===== config.mk =====
export PLATFORM = sky130hd
export DESIGN_NAME = yrpp_cfg_regs
export DESIGN_NICKNAME = d
export VERILOG_FILES = /design/src/rtl/yrpp_pkg.sv /design/src/rtl/yrpp_cfg_regs.sv
export SDC_FILE = /design/constraint.sdc
export NUM_CORES = 1
export LEC_CHECK = 0
export ABC_AREA = 1
export BUFFER_PORTS_ARGS = -buffer_cell sky130_fd_sc_hd__buf_2
export CELL_PAD_IN_SITES_DETAIL_PLACEMENT = 1
export CELL_PAD_IN_SITES_GLOBAL_PLACEMENT = 2
export CORE_MARGIN = 4
export CORE_UTILIZATION = 27
export CTS_CLUSTER_SIZE = 14
export DETAILED_ROUTE_END_ITERATION = 16
export GPL_TIMING_DRIVEN = 0
export PLACE_DENSITY = 0.86
export SYNTH_ARGS = -nofsm -noshare
export SYNTH_HDL_FRONTEND = slang
export SYNTH_SLANG_ARGS = --single-unit

===== constraint.sdc =====
create_clock -name clk -period 1.68 [get_ports clk]
set_input_delay 0.504 -clock clk [delete_from_list [all_inputs] [get_ports clk]]
set_output_delay 0.504 -clock clk [all_outputs]
set_load 0.005 [all_outputs]

===== src/rtl/yrpp_pkg.sv =====
`timescale 1ns / 1ps
`default_nettype none
// ----------------------------------------------------------------------------
// yrpp_pkg
// Types and constants shared by the YUV to RGB pixel packer modules.
// ----------------------------------------------------------------------------
package yrpp_pkg;

  // Configuration register indexes
  localparam logic [2:0] REG_CHROMA_WEIGHT   = 3'd0;
  localparam logic [2:0] REG_PIXEL_FORMAT    = 3'd1;
  localparam logic [2:0] REG_LUMA_OFFSET     = 3'd2;
  localparam logic [2:0] REG_LUMA_GAIN       = 3'd3;
  localparam logic [2:0] REG_V_TO_RED_GAIN   = 3'd4;
  localparam logic [2:0] REG_V_TO_GREEN_GAIN = 3'd5;
  localparam logic [2:0] REG_U_TO_GREEN_GAIN = 3'd6;
  localparam logic [2:0] REG_U_TO_BLUE_GAIN  = 3'd7;

  // Arithmetic constants
  localparam logic [31:0] CHROMA_OFFSET      = 32'd16384;   // 128 << 7
  localparam logic [31:0] CHROMA_PAIR_OFFSET = 32'd32768;   // 128 << 8
  localparam logic [12:0] BLEND_THRESHOLD    = 13'd2048;
  localparam logic [31:0] LUMA_ROUND         = 32'd2097152; // 1 << 21
  localparam int          OUT_SHIFT          = 22;
  localparam int          CLAMP_BIT          = 30;          // clamp at 1 << 30
  localparam logic [7:0]  ALPHA_VALUE        = 8'd255;
  localparam logic [7:0]  BYTE_MAX           = 8'd255;
  localparam logic [2:0]  BYTES_24           = 3'd3;
  localparam logic [2:0]  BYTES_32           = 3'd4;

  // Pixel byte orders
  typedef enum logic [2:0] {
    FMT_RGB24 = 3'd0,
    FMT_BGR24 = 3'd1,
    FMT_BGRA  = 3'd2,
    FMT_RGBA  = 3'd3,
    FMT_ARGB  = 3'd4,
    FMT_ABGR  = 3'd5
  } fmt_t;

  // Configuration register file contents
  typedef struct packed {
    logic        [12:0] chroma_weight;
    logic        [2:0]  pixel_format;
    logic signed [31:0] luma_offset;
    logic signed [31:0] luma_gain;
    logic signed [31:0] v_to_red_gain;
    logic signed [31:0] v_to_green_gain;
    logic signed [31:0] u_to_green_gain;
    logic signed [31:0] u_to_blue_gain;
  } cfg_t;

  // Input item
  typedef struct packed {
    logic signed [15:0] luma;
    logic signed [15:0] u_first;
    logic signed [15:0] u_second;
    logic signed [15:0] v_first;
    logic signed [15:0] v_second;
    logic               line_end;
  } in_item_t;

  // Products handed from the multiply stage to the pack stage
  typedef struct packed {
    logic [31:0] luma_prod;
    logic [31:0] vr_prod;
    logic [31:0] vg_prod;
    logic [31:0] ug_prod;
    logic [31:0] ub_prod;
    logic        line_end;
  } prod_t;

  // Result item
  typedef struct packed {
    logic [7:0] byte_first;
    logic [7:0] byte_second;
    logic [7:0] byte_third;
    logic [7:0] byte_fourth;
    logic [2:0] byte_count;
    logic       line_done;
  } out_item_t;

endpackage
`default_nettype wire


===== src/rtl/yrpp_cfg_regs.sv =====
`timescale 1ns / 1ps
`default_nettype none
// ----------------------------------------------------------------------------
// yrpp_cfg_regs
// Configuration register file, written one register per cfg handshake.
// ----------------------------------------------------------------------------
module yrpp_cfg_regs (
  input  wire logic            clk,
  input  wire logic            rst_n,
  input  wire logic            cfg_valid,
  output logic                 cfg_ready,
  input  wire logic [2:0]      cfg_index,
  input  wire logic [31:0]     cfg_data,
  output yrpp_pkg::cfg_t       cfg
);

  yrpp_pkg::cfg_t cfg_r;
  yrpp_pkg::cfg_t cfg_nxt;

  // Always take writes
  assign cfg_ready = 1'b1;
  assign cfg       = cfg_r;

  // Decode the write into the addressed register
  always_comb begin
    cfg_nxt = cfg_r;
    if (cfg_valid) begin
      case (cfg_index)
        yrpp_pkg::REG_CHROMA_WEIGHT:   cfg_nxt.chroma_weight   = cfg_data[12:0];
        yrpp_pkg::REG_PIXEL_FORMAT:    cfg_nxt.pixel_format    = cfg_data[2:0];
        yrpp_pkg::REG_LUMA_OFFSET:     cfg_nxt.luma_offset     = cfg_data;
        yrpp_pkg::REG_LUMA_GAIN:       cfg_nxt.luma_gain       = cfg_data;
        yrpp_pkg::REG_V_TO_RED_GAIN:   cfg_nxt.v_to_red_gain   = cfg_data;
        yrpp_pkg::REG_V_TO_GREEN_GAIN: cfg_nxt.v_to_green_gain = cfg_data;
        yrpp_pkg::REG_U_TO_GREEN_GAIN: cfg_nxt.u_to_green_gain = cfg_data;
        yrpp_pkg::REG_U_TO_BLUE_GAIN:  cfg_nxt.u_to_blue_gain  = cfg_data;
        default:                       cfg_nxt = cfg_r;
      endcase
    end
  end

  always_ff @(posedge clk) begin
    if (!rst_n) begin
      cfg_r <= '0;
    end else begin
      cfg_r <= cfg_nxt;
    end
  end

endmodule
`default_nettype wire


Word level (Yosys, flattened, before mapping). Cells that the tools add are included.

Equal/unequal tests: 7. Reductions and logical operators: 9.

Operators by type and width (count): AND reduction 2 bit (8); == test 3 bit (second input constant) (4); == test 3 x 2 -> 1 bit (second input constant) (2); == test 3 x 1 -> 1 bit (second input constant) (1); logical NOT 3 bit (1).

Register bits after elaboration: 208. Input port bits: 38. Output and inout bits: 209. Word-level logic and storage cells: 24.

Longest topological paths before layout.
Word-level depth: 2. Mapped depth: 7. Mapped depth without buffers: 5.

Least setup slack after synthesis. Ideal clock, no wire load.

Path kind: input port to flip-flop. Start: input cfg_valid. End: register cfg_r (netlist bit cfg[167]). Setup time: 0.113 ns. Arrival time: 1.265 ns. Required time: 1.567 ns. Path slack: 0.302 ns. Stages on the path: 6. Buffers on the path: 1. Cell sequence: inv_1 -> nor2_1 -> clkbuf_1 -> nand3_1 -> nand2_1 -> nor2_1.

Longest elaborated chain between the ends: 1.

RTL lines: start, declared (RTL line yrpp_cfg_regs.sv:10) `input wire logic cfg_valid,`; AND reduction 2 bit (no line); end signal, assigned (RTL line yrpp_cfg_regs.sv:46) `cfg_r <= cfg_nxt;`; end, declared (RTL line yrpp_cfg_regs.sv:17) `yrpp_pkg::cfg_t cfg_r;`.

No other way between the ends. A chain may end at the register's enable or synchronous reset.

Final worst setup path.
Start: register cfg_r (netlist bit cfg[79]). End: output cfg[79] in the netlist's numbering.

RTL lines: end, declared (RTL line yrpp_cfg_regs.sv:14) `output yrpp_pkg::cfg_t cfg`.

No word-level cell between the ends.

==> metrics.txt <==
Crit path largest cell delay=370 ps; die width=between 150 and 200 µm; WL/cell=around 18 µm; Initial Util=27.3%; register area share after synthesis=roughly 51%; Synth cell types=12; Congestion Overflow GR=0; Worst setup EP type=primary output; TritonCTS buffer count=25; top layer in use=met4; core area=0.0296 mm²; Met3 Wirelength=2.49 mm; Max Transition Viols Final=0; Worst Path Required=1180 ps; fraction of layout instances using a drive strength above 1=between 20% and 30%; most frequent cells in the layout=nor2_1, buf_2, nand2_1, dfxtp_1, nand3_1; Tot GR Track Use=19.3%; # clock sinks=208; clock skew=0 ps; Worst-Skew Late Latency=520 ps; Vias per Instance=4.51; unrepaired setup endpoints after global routing=false; Top delay family on crit path=flip-flops; DR pass1 iterations=4; DR WL met2=15.5 mm; CTS tree=done; Hold Vio Cnt, Final=0; R2R setup slack=1080 ps; Slew @ Worst Pin=692 ps; cells along the critical path=buf_2; root buf cell=clkbuf_16; max reg flops=208; detailed-route DRC error count=0; first-pass GRT wire length=50.0 mm; row count=63; post-synth top area share=51.5%; Yosys warning total=0; Net count, final=about 1500; die area=0.0328 mm²; DR iter-0 viols=354; Syn Area/Cell=6.88 µm²; Layout area overhead=31.6%; pwr dens=1120 mW/mm²; status=complete, no violations; hold buffers post-CTS=0; die span in y=181 µm; post-route insts no fill=1859; number of global-route vias before repair=8525; largest net degree at the start of global routing=13; slowest stage cell on the critical path=dfxtp_1; hpwl dp=24.1 mm; Fmax=0.650 GHz; Synth Instances=1177; CP arrival=1030 ps; Hold Path Class=in -> reg; fin crit share=between 90% and 100%; post-CTS sizing=2; Crit Path Class=reg -> out; GP Congestion=0.782; placed insts=1811; Buf/Inv on CP=1; syn_nets=1215; Routed Wire Length=32.9 mm; clock tree buffer depth=3; Critical Path Source Type=flop; filler cell count=3829; Reg clk slew, reported paths=~60 ps; Cell Area, Synth=a little over 0.008 mm²; Slew HR=a little over half; commonest non-fill, non-tap cell in the layout=nor2_1; placed instance area=0.00980 mm²; DR vias=roughly 8400; post-layout minimum cycle time=approximately 1500 ps; Post-CTS Setup Inserts=0; Worst VDD drop=approximately 0.00051 V; wire length on met1=14.4 mm; Synth area leader=dfxtp_1; Yosys reg bits=208; max-cap viol count=0; DRT antenna net count=0; Setup-failing EPs final=0; synth top area cells=dfxtp_1, nor2_1, nand2_1; cell area after layout=0.0107 mm²; crit path max fanout=2; antenna violations before repair=3; IO Count=247; leak pwr=0.00531 µW; H-tree depth=1; Buffers on Ports=244
==> worst paths after layout <==
path,from,end,depth (start not counted)
min reg2reg,cfg[1],cfg[1],2
min,cfg_data[31],cfg[31],5
max reg2reg,cfg[177],cfg[177],2
max,cfg[79],cfg[79],1
==> metrics by stage <==
step           setup WS (ps)  TNS (ps)  utilization, %  power (µW)  hold slack [ps]
2_1_floorplan            302         0               -        5940              480
6_report                 143         0            35.9       11900              408
4_1_cts                 51.7         0            35.9       12000              401
5_1_grt                 80.7         0            35.9       12400              447
3_3_place_gp            -637    -66570            33.1        6460              459
3_5_place_dp            -628    -68180            33.1        6480              466
==> layer usage <==
layer	global-route usage (%)	vias up
met4	4.32	0
li1	-	4177
met1	24.5	3968
met3	5.68	34
met5	0	-
met2	32.5	208
==> synth_stat cells, drive strengths merged <==
cell,number
clkbuf,10
buf,70
nor2,428
dfxtp,208
conb,1
nand2,246
inv,38
nand3,176
==> power breakdown <==
| part | switching (µW) | total [µW] | internal (µW) |
|---|---|---|---|
| logic | 772 | 1150 | 383 |
| registers | 90.8 | 5200 | 5110 |
| clock network | 2200 | 5540 | 3340 |
==> final cells by class <==
| class | count | area [µm²] | area share, % |
|---|---|---|---|
| multi-input combinational | 851 | 3430 | 32.2 |
| sequential | 208 | 4160 | 39.1 |
| clock inverter | 9 | 98.8 | 0.928 |
| tap | 390 | 488 | 4.58 |
| inverter | 38 | 143 | 1.34 |
| buffer | 80 | 365 | 3.43 |
| antenna | 3 | 7.51 | 0.0705 |
| clock buffer | 36 | 737 | 6.92 |
| timing repair buffer | 244 | 1220 | 11.5 |
==> kinds of logic after synthesis <==
kind of cell	Yosys count	share of synthesized area (%)
simple gates	850	42.2
buf+inv	118	6.26
other cells	1	0.0463
flops	208	51.5
Power figures use the tool's default switching activity.
