### src/rtl/yrpp_pkg.sv
`timescale 1ns / 1ps
`default_nettype none
// ----------------------------------------------------------------------------
// yrpp_pkg
// Types and constants shared by the YUV to RGB pixel packer modules.
// ----------------------------------------------------------------------------
package yrpp_pkg;

  // Configuration register indexes
  localparam logic [2:0] REG_CHROMA_WEIGHT   = 3'd0;
  localparam logic [2:0] REG_PIXEL_FORMAT    = 3'd1;
  localparam logic [2:0] REG_LUMA_OFFSET     = 3'd2;
  localparam logic [2:0] REG_LUMA_GAIN       = 3'd3;
  localparam logic [2:0] REG_V_TO_RED_GAIN   = 3'd4;
  localparam logic [2:0] REG_V_TO_GREEN_GAIN = 3'd5;
  localparam logic [2:0] REG_U_TO_GREEN_GAIN = 3'd6;
  localparam logic [2:0] REG_U_TO_BLUE_GAIN  = 3'd7;

  // Arithmetic constants
  localparam logic [31:0] CHROMA_OFFSET      = 32'd16384;   // 128 << 7
  localparam logic [31:0] CHROMA_PAIR_OFFSET = 32'd32768;   // 128 << 8
  localparam logic [12:0] BLEND_THRESHOLD    = 13'd2048;
  localparam logic [31:0] LUMA_ROUND         = 32'd2097152; // 1 << 21
  localparam int          OUT_SHIFT          = 22;
  localparam int          CLAMP_BIT          = 30;          // clamp at 1 << 30
  localparam logic [7:0]  ALPHA_VALUE        = 8'd255;
  localparam logic [7:0]  BYTE_MAX           = 8'd255;
  localparam logic [2:0]  BYTES_24           = 3'd3;
  localparam logic [2:0]  BYTES_32           = 3'd4;

  // Pixel byte orders
  typedef enum logic [2:0] {
    FMT_RGB24 = 3'd0,
    FMT_BGR24 = 3'd1,
    FMT_BGRA  = 3'd2,
    FMT_RGBA  = 3'd3,
    FMT_ARGB  = 3'd4,
    FMT_ABGR  = 3'd5
  } fmt_t;

  // Configuration register file contents
  typedef struct packed {
    logic        [12:0] chroma_weight;
    logic        [2:0]  pixel_format;
    logic signed [31:0] luma_offset;
    logic signed [31:0] luma_gain;
    logic signed [31:0] v_to_red_gain;
    logic signed [31:0] v_to_green_gain;
    logic signed [31:0] u_to_green_gain;
    logic signed [31:0] u_to_blue_gain;
  } cfg_t;

  // Input item
  typedef struct packed {
    logic signed [15:0] luma;
    logic signed [15:0] u_first;
    logic signed [15:0] u_second;
    logic signed [15:0] v_first;
    logic signed [15:0] v_second;
    logic               line_end;
  } in_item_t;

  // Products handed from the multiply stage to the pack stage
  typedef struct packed {
    logic [31:0] luma_prod;
    logic [31:0] vr_prod;
    logic [31:0] vg_prod;
    logic [31:0] ug_prod;
    logic [31:0] ub_prod;
    logic        line_end;
  } prod_t;

  // Result item
  typedef struct packed {
    logic [7:0] byte_first;
    logic [7:0] byte_second;
    logic [7:0] byte_third;
    logic [7:0] byte_fourth;
    logic [2:0] byte_count;
    logic       line_done;
  } out_item_t;

endpackage
`default_nettype wire

### src/rtl/yrpp_pack_stage.sv
`timescale 1ns / 1ps
`default_nettype none
// ----------------------------------------------------------------------------
// yrpp_pack_stage
// Sums channel terms, clamps to 8 bits and packs the chosen byte order.
// ----------------------------------------------------------------------------
module yrpp_pack_stage (
  input  wire logic                clk,
  input  wire logic                rst_n,
  input  wire logic [2:0]          pixel_format,
  input  wire logic                up_valid,
  output logic                     up_ready,
  input  wire yrpp_pkg::prod_t     up_prod,
  output logic                     out_valid,
  input  wire logic                out_stall,
  output yrpp_pkg::out_item_t      out_data
);

  logic                vld_r;
  yrpp_pkg::out_item_t item_r;
  yrpp_pkg::out_item_t item_nxt;
  logic [31:0]         luma_term;
  logic [7:0]          red;
  logic [7:0]          green;
  logic [7:0]          blue;

  // Clamp a signed sum to [0, 2^30], shift down, saturate 256 to 255
  function automatic logic [7:0] to_byte(input logic [31:0] sum);
    if (sum[31]) begin
      to_byte = 8'd0;
    end else if (sum[30]) begin
      to_byte = yrpp_pkg::BYTE_MAX;
    end else begin
      to_byte = sum[yrpp_pkg::CLAMP_BIT-1:yrpp_pkg::OUT_SHIFT];
    end
  endfunction

  assign luma_term = up_prod.luma_prod + yrpp_pkg::LUMA_ROUND;
  assign red   = to_byte(luma_term + up_prod.vr_prod);
  assign green = to_byte(luma_term + up_prod.vg_prod + up_prod.ug_prod);
  assign blue  = to_byte(luma_term + up_prod.ub_prod);

  // Byte order select
  always_comb begin
    item_nxt.line_done = up_prod.line_end;
    case (yrpp_pkg::fmt_t'(pixel_format))
      yrpp_pkg::FMT_BGR24: begin
        item_nxt.byte_first  = blue;
        item_nxt.byte_second = green;
        item_nxt.byte_third  = red;
        item_nxt.byte_fourth = 8'd0;
        item_nxt.byte_count  = yrpp_pkg::BYTES_24;
      end
      yrpp_pkg::FMT_BGRA: begin
        item_nxt.byte_first  = blue;
        item_nxt.byte_second = green;
        item_nxt.byte_third  = red;
        item_nxt.byte_fourth = yrpp_pkg::ALPHA_VALUE;
        item_nxt.byte_count  = yrpp_pkg::BYTES_32;
      end
      yrpp_pkg::FMT_RGBA: begin
        item_nxt.byte_first  = red;
        item_nxt.byte_second = green;
        item_nxt.byte_third  = blue;
        item_nxt.byte_fourth = yrpp_pkg::ALPHA_VALUE;
        item_nxt.byte_count  = yrpp_pkg::BYTES_32;
      end
      yrpp_pkg::FMT_ARGB: begin
        item_nxt.byte_first  = yrpp_pkg::ALPHA_VALUE;
        item_nxt.byte_second = red;
        item_nxt.byte_third  = green;
        item_nxt.byte_fourth = blue;
        item_nxt.byte_count  = yrpp_pkg::BYTES_32;
      end
      yrpp_pkg::FMT_ABGR: begin
        item_nxt.byte_first  = yrpp_pkg::ALPHA_VALUE;
        item_nxt.byte_second = blue;
        item_nxt.byte_third  = green;
        item_nxt.byte_fourth = red;
        item_nxt.byte_count  = yrpp_pkg::BYTES_32;
      end
      default: begin
        // RGB24, and unused codes pack the same way
        item_nxt.byte_first  = red;
        item_nxt.byte_second = green;
        item_nxt.byte_third  = blue;
        item_nxt.byte_fourth = 8'd0;
        item_nxt.byte_count  = yrpp_pkg::BYTES_24;
      end
    endcase
  end

  // Hold the result while the receiver stalls
  assign up_ready  = !vld_r || !out_stall;
  assign out_valid = vld_r;
  assign out_data  = item_r;

  always_ff @(posedge clk) begin
    if (!rst_n) begin
      vld_r <= 1'b0;
    end else if (up_ready) begin
      vld_r <= up_valid;
    end
  end

  always_ff @(posedge clk) begin
    if (up_ready && up_valid) begin
      item_r <= item_nxt;
    end
  end

endmodule
`default_nettype wire

### config.mk
export PLATFORM = sky130hd
export DESIGN_NAME = yrpp_pack_stage
export DESIGN_NICKNAME = d
export VERILOG_FILES = /design/src/rtl/yrpp_pkg.sv /design/src/rtl/yrpp_pack_stage.sv
export SDC_FILE = /design/constraint.sdc
export NUM_CORES = 1
export LEC_CHECK = 0
export BUFFER_PORTS_ARGS = -buffer_cell sky130_fd_sc_hd__clkbuf_2
export CAP_MARGIN = 20
export CELL_PAD_IN_SITES_DETAIL_PLACEMENT = 1
export CELL_PAD_IN_SITES_GLOBAL_PLACEMENT = 1
export CORE_ASPECT_RATIO = 1.5
export CORE_MARGIN = 2
export CORE_UTILIZATION = 30
export DETAILED_ROUTE_END_ITERATION = 6
export PLACE_DENSITY_LB_ADDON = 0.1
export SLEW_MARGIN = 10
export SYNTH_ARGS = -nofsm -noshare
export SYNTH_HDL_FRONTEND = slang
export SYNTH_SLANG_ARGS = --single-unit
### constraint.sdc
create_clock -name clk -period 3.89 [get_ports clk]
set_clock_uncertainty 0.05 [all_clocks]
set_input_delay 0.1945 -clock clk [delete_from_list [all_inputs] [get_ports clk]]
set_output_delay 0.1945 -clock clk [all_outputs]
set_load 0.03 [all_outputs]
== Yosys cells after proc, flatten, opt, wreduce, memory -nomap -nowiden ==
Cells that the tools add are included.

* Flip-flop bits (word level): 37
* Bits of input ports: 168

* Add/sub/neg operators: 5
* Equal/unequal tests: 5
* Muxes and demuxes: 7
* Reductions and logical operators: 4

{| class="wikitable"
|+ Operator list
! operator !! count
|-
| 35-bit one-hot mux with 5 select lines || 1
|-
| 32-bit adder || 4
|-
| 8-bit two-way mux || 6
|-
| 32-bit by 22-bit adder with 32-bit output, second input constant || 1
|-
| 3-bit by 2-bit == test with 1-bit output, second input constant || 2
|-
| 3-bit == test, second input constant || 2
|-
| 3-bit by 1-bit == test with 1-bit output, second input constant || 1
|-
| 1-bit logical NOT || 2
|-
| 1-bit logical AND || 1
|-
| 1-bit logical OR || 1
|}

== Longest topological paths before layout ==
* Word-level depth: 6
* Depth in mapped cells: 16
* Depth with buffers taken out: 15

== Least setup slack after synthesis ==
OpenSTA, ideal clock, no wires.

* Path type: in2reg
* From: in up_prod[150] (netlist bit)
* To: reg item_r (netlist bit out_data[26]), data pin
* Library setup time: 261 ps
* Arrival: 3,230 ps
* Setup slack: 349 ps
* Stages on the path: 16
* Cell sequence: ha_1 > nand3_2 > nor2_1 > and3_1 > xor2_1 > inv_1 > fa_1 > inv_1 > ha_1 > and2_1 > nand4_1 > nand4b_1 > xnor2_1 > clkbuf_1 > nor2_1 > a221o_2

{| class="wikitable"
|+ RTL lines
! what !! RTL line !! source
|-
| from (decl) || yrpp_pack_stage.sv:13 || <nowiki>input wire yrpp_pkg::prod_t up_prod,</nowiki>
|-
| to (signal assigned) || yrpp_pack_stage.sv:108 || <nowiki>item_r <= item_nxt;</nowiki>
|-
| to (decl) || yrpp_pack_stage.sv:20 || <nowiki>yrpp_pkg::out_item_t item_r;</nowiki>
|}

==> flow_summary.toml <==
[sta]
fin_tns_setup_ns = 0
finalSetupViolations = 0
rsz0062_at_grt = "no"
finalMaxSlewViolations = 0
relSlewSlack_pct = 39.8
hold_slack_ns = 0.0365
finalCriticalPeriod_ns = 3.55
fmax_mhz = 282
final_hold_viol_count = 0
tightest_slew_ns = 0.899
period_share_pct = 91.3

[power]
static-leakage-power_nw = 3.83
ir_drop_mv = 0.166
power.internal_w = 0.00144
power.density_mw_per_mm2 = 326
p_sw_w = 0.00108
sw_frac_of_total_pct = 42.9
combinationalPowerShare_pct = 63.4
p_clk_share_pct = 15.4
power_frac_seq_pct = 21.2

[global_route]
antenna_found_initial = 0
grt.overflow.total = 0
grt_pass1_wl_um = 32100
first_global_vias = 6601
track_usage_pct = 20.4
grt_max_degree = 36

[yosys]
synth_top_area_share_pct = 20.2
synth_fa_ha_area_share_pct = 30.7
synth_edf_count = 35
synth_area_leaders = "ha_1 (20%), edfxtp_1 (18%), fa_1 (10%)"
synth_top_family_by_area = "adder cells"
synth_common_cells = "ha_1 (93), inv_1 (63), a21oi_1 (53)"
synth_area_per_cell_sq_um = 8.98
synth_cell_types = 63
synth_area_sq_mm = 0.00575
synthMuxAreaShare_pct = 0.523
ys_ff_latch = 36
synth-compound-area-share_pct = 25.4
yosysMostFrequentCell = "ha_1"
synth_top_area_cell = "ha_1"
synth_nets = 931
synth_xor_area_share_pct = 5.14
async_flop_share_pct = 0
yosys.area_share.simple_pct = 15.0
synth_cells = 640
synth_ff_type = "edfxtp_1"
synth_warnings = 0
ys_seq_area_share_pct = 18.6

[clock_tree]
clockRootBuffer = "clkbuf_16"
h-tree-depth = 2
cts.sinks = 36
clk_latency_ns = 0.29
cts-resized-gates = 0
cts_hold_buffers = 0
cts_tree = "done"
cts_made_buffers = 5
cts.reportedPaths.clkPinSlew_ns = 0.05
clockBufferDepth = 2
cts_setup_buffers = 0

[placement]
place.gp.congestion = 0.903
dp_hpwl_um = 18900
io_buffers = 205

[floorplan]
die_area_sq_mm = 0.0203
core-area_sq_mm = 0.0190
rows = 62
initial_core_util_pct = 30.2
die_y_um = 174
ios = 206
dieWidth_um = 117

[worst_hold_path]
hold_class = "in -> reg"

[finish]
multi_input_area_sq_mm = 0.00441
area_delta_synth_final_pct = 34.6
regArea_sq_mm = 0.00107
fillers = 2335
diodes = 0
layout.nets = 1208
final_layout_size_suffix_gt1_share_pct = 32.4

[setup_path]
startpoint_type = "input pin"
crit_path_max_incr_delay_ns = 0.43
cp-end-kind = "flop"
cp.arrival_ns = 3.54
cp_slowest_cell = "fa_1"
setup.worst_path.class = "in -> reg"
cp_cell_sequence = "clkbuf_2 -> buf_4 -> inv_1 -> fa_1 -> ha_1 -> and3_1 -> and4_1 -> a221oi_1 -> o21ai_1 -> a221o_1 -> a21oi_2 -> mux2i_1 -> o2111ai_1 -> a221o_2"
critPathMaxFanout = 4
required_ns = 3.88

[routing]
vias_per_cell = 5.21
via_count = 6120
drc = 0
routedWlPerCell_um = 17.7
wl_um = 20800
dr.pass1.iters = 4
ant_nets = 0
drtIter0Drc = 163

[job]
max_cap_viol_count = 0

[outcome]
status = "finished, final reports clean"
-- metal layers --
layer  track usage [%]  up-vias  share of wire [%]
met2              41.6      178                 58
li1                  -     3002                  -
met3              2.66       40                4.5
met4              8.77        0                4.0
met5                 0        -                  0
met1              19.0     2900                 34
-- critical path, delay by kind of cell --
kind	cells	cell delay, ns
buf+inv	3	0.32
simple gates	2	0.39
compound gates	6	1.67
fa+ha+maj	2	0.76
mux	1	0.20
-- kinds of logic after synthesis --
| logic type | count (synthesis) |
|---|---|
| AND/OR/NAND/NOR | 170 |
| AO/OA/AOI/OAI | 207 |
| XOR/XNOR | 32 |
| adder cells (fa/ha/maj) | 123 |
| buffers and inverters | 69 |
| flip-flops | 36 |
| multiplexers | 3 |
-- flip-flops by register name (all words and copies together) (netlist names) --
| register | flops |
|---|---|
| out_data | 35 |
| out_valid | 1 |
-- power groups by stage --
stage                     combinational (W)  sequential (W)  clock [W]
after global placement              0.00156        0.000541          0
after detailed placement            0.00161        0.000543          0
after global routing                0.00177        0.000540   0.000404
after CTS                           0.00161        0.000536   0.000395
after floorplan                    0.000837        0.000663          0
final                               0.00160        0.000534   0.000387
-- cell type report --
cell class / count / area share (%)
repair buffers: 276 / 20.2
flip-flops and latches: 36 / 13.8
inverters: 63 / 3.06
clock inverters: 1 / 0.0647
well taps: 256 / 4.14
clock buffers: 7 / 1.71
multi-input cells: 535 / 57.0
-- metrics by stage --
stage | std cells | setup slack, ns | total power, W | utilization [%] | cell area [sq um]
2_1_floorplan | 640 | 0.349 | 0.00150 | - | 5750
3_3_place_gp | 1166 | -0.0115 | 0.00210 | 40.0 | 7600
3_5_place_dp | 1166 | 0.000504 | 0.00215 | 40.0 | 7600
4_1_cts | 1174 | 0.283 | 0.00254 | 40.7 | 7740
5_1_grt | 1174 | 0.0990 | 0.00272 | 40.7 | 7740
6_report | 1174 | 0.338 | 0.00252 | 40.7 | 7740
-- placed cells by master, fill, tap and decap left out, drive strengths merged, types with 2 or more instances in the layout --
cell type / netlist / final
a211o: 8 / 8
o2111ai: 3 / 3
nand3b: 2 / 2
nor3: 9 / 9
mux2i: 3 / 3
o211ai: 3 / 3
a21boi: 4 / 4
a2111oi: 3 / 3
and2: 6 / 6
o21ai: 39 / 39
ha: 93 / 93
a21oi: 55 / 55
o221ai: 29 / 29
nand2: 45 / 45
xor2: 14 / 14
nor2b: 6 / 6
o21a: 10 / 10
o311ai: 4 / 4
a221o: 7 / 7
inv: 63 / 63
a22oi: 2 / 2
o31ai: 2 / 2
edfxtp: 35 / 35
fa: 30 / 30
nand4: 14 / 14
nor3b: 2 / 2
buf: 2 / 71
or3: 14 / 14
a221oi: 5 / 5
nor2: 29 / 29
a21o: 16 / 16
nand3: 25 / 25
xnor2: 18 / 18
and3: 13 / 13
a211oi: 8 / 8
clkbuf: 4 / 212
a311oi: 3 / 3
-- final timing paths --
| kind | startpoint | endpoint | slack (ns) | depth (start not counted) |
|---|---|---|---|---|
| max | up_prod[150] | out_data[26] | 0.34 | 14 |
| min | up_prod[0] | out_data[0] | 0.04 | 1 |
| max reg2reg | out_valid | out_data[10] | 2.58 | 3 |
| min reg2reg | out_valid | out_valid | 0.50 | 2 |
Power figures use the tool's default switching activity.
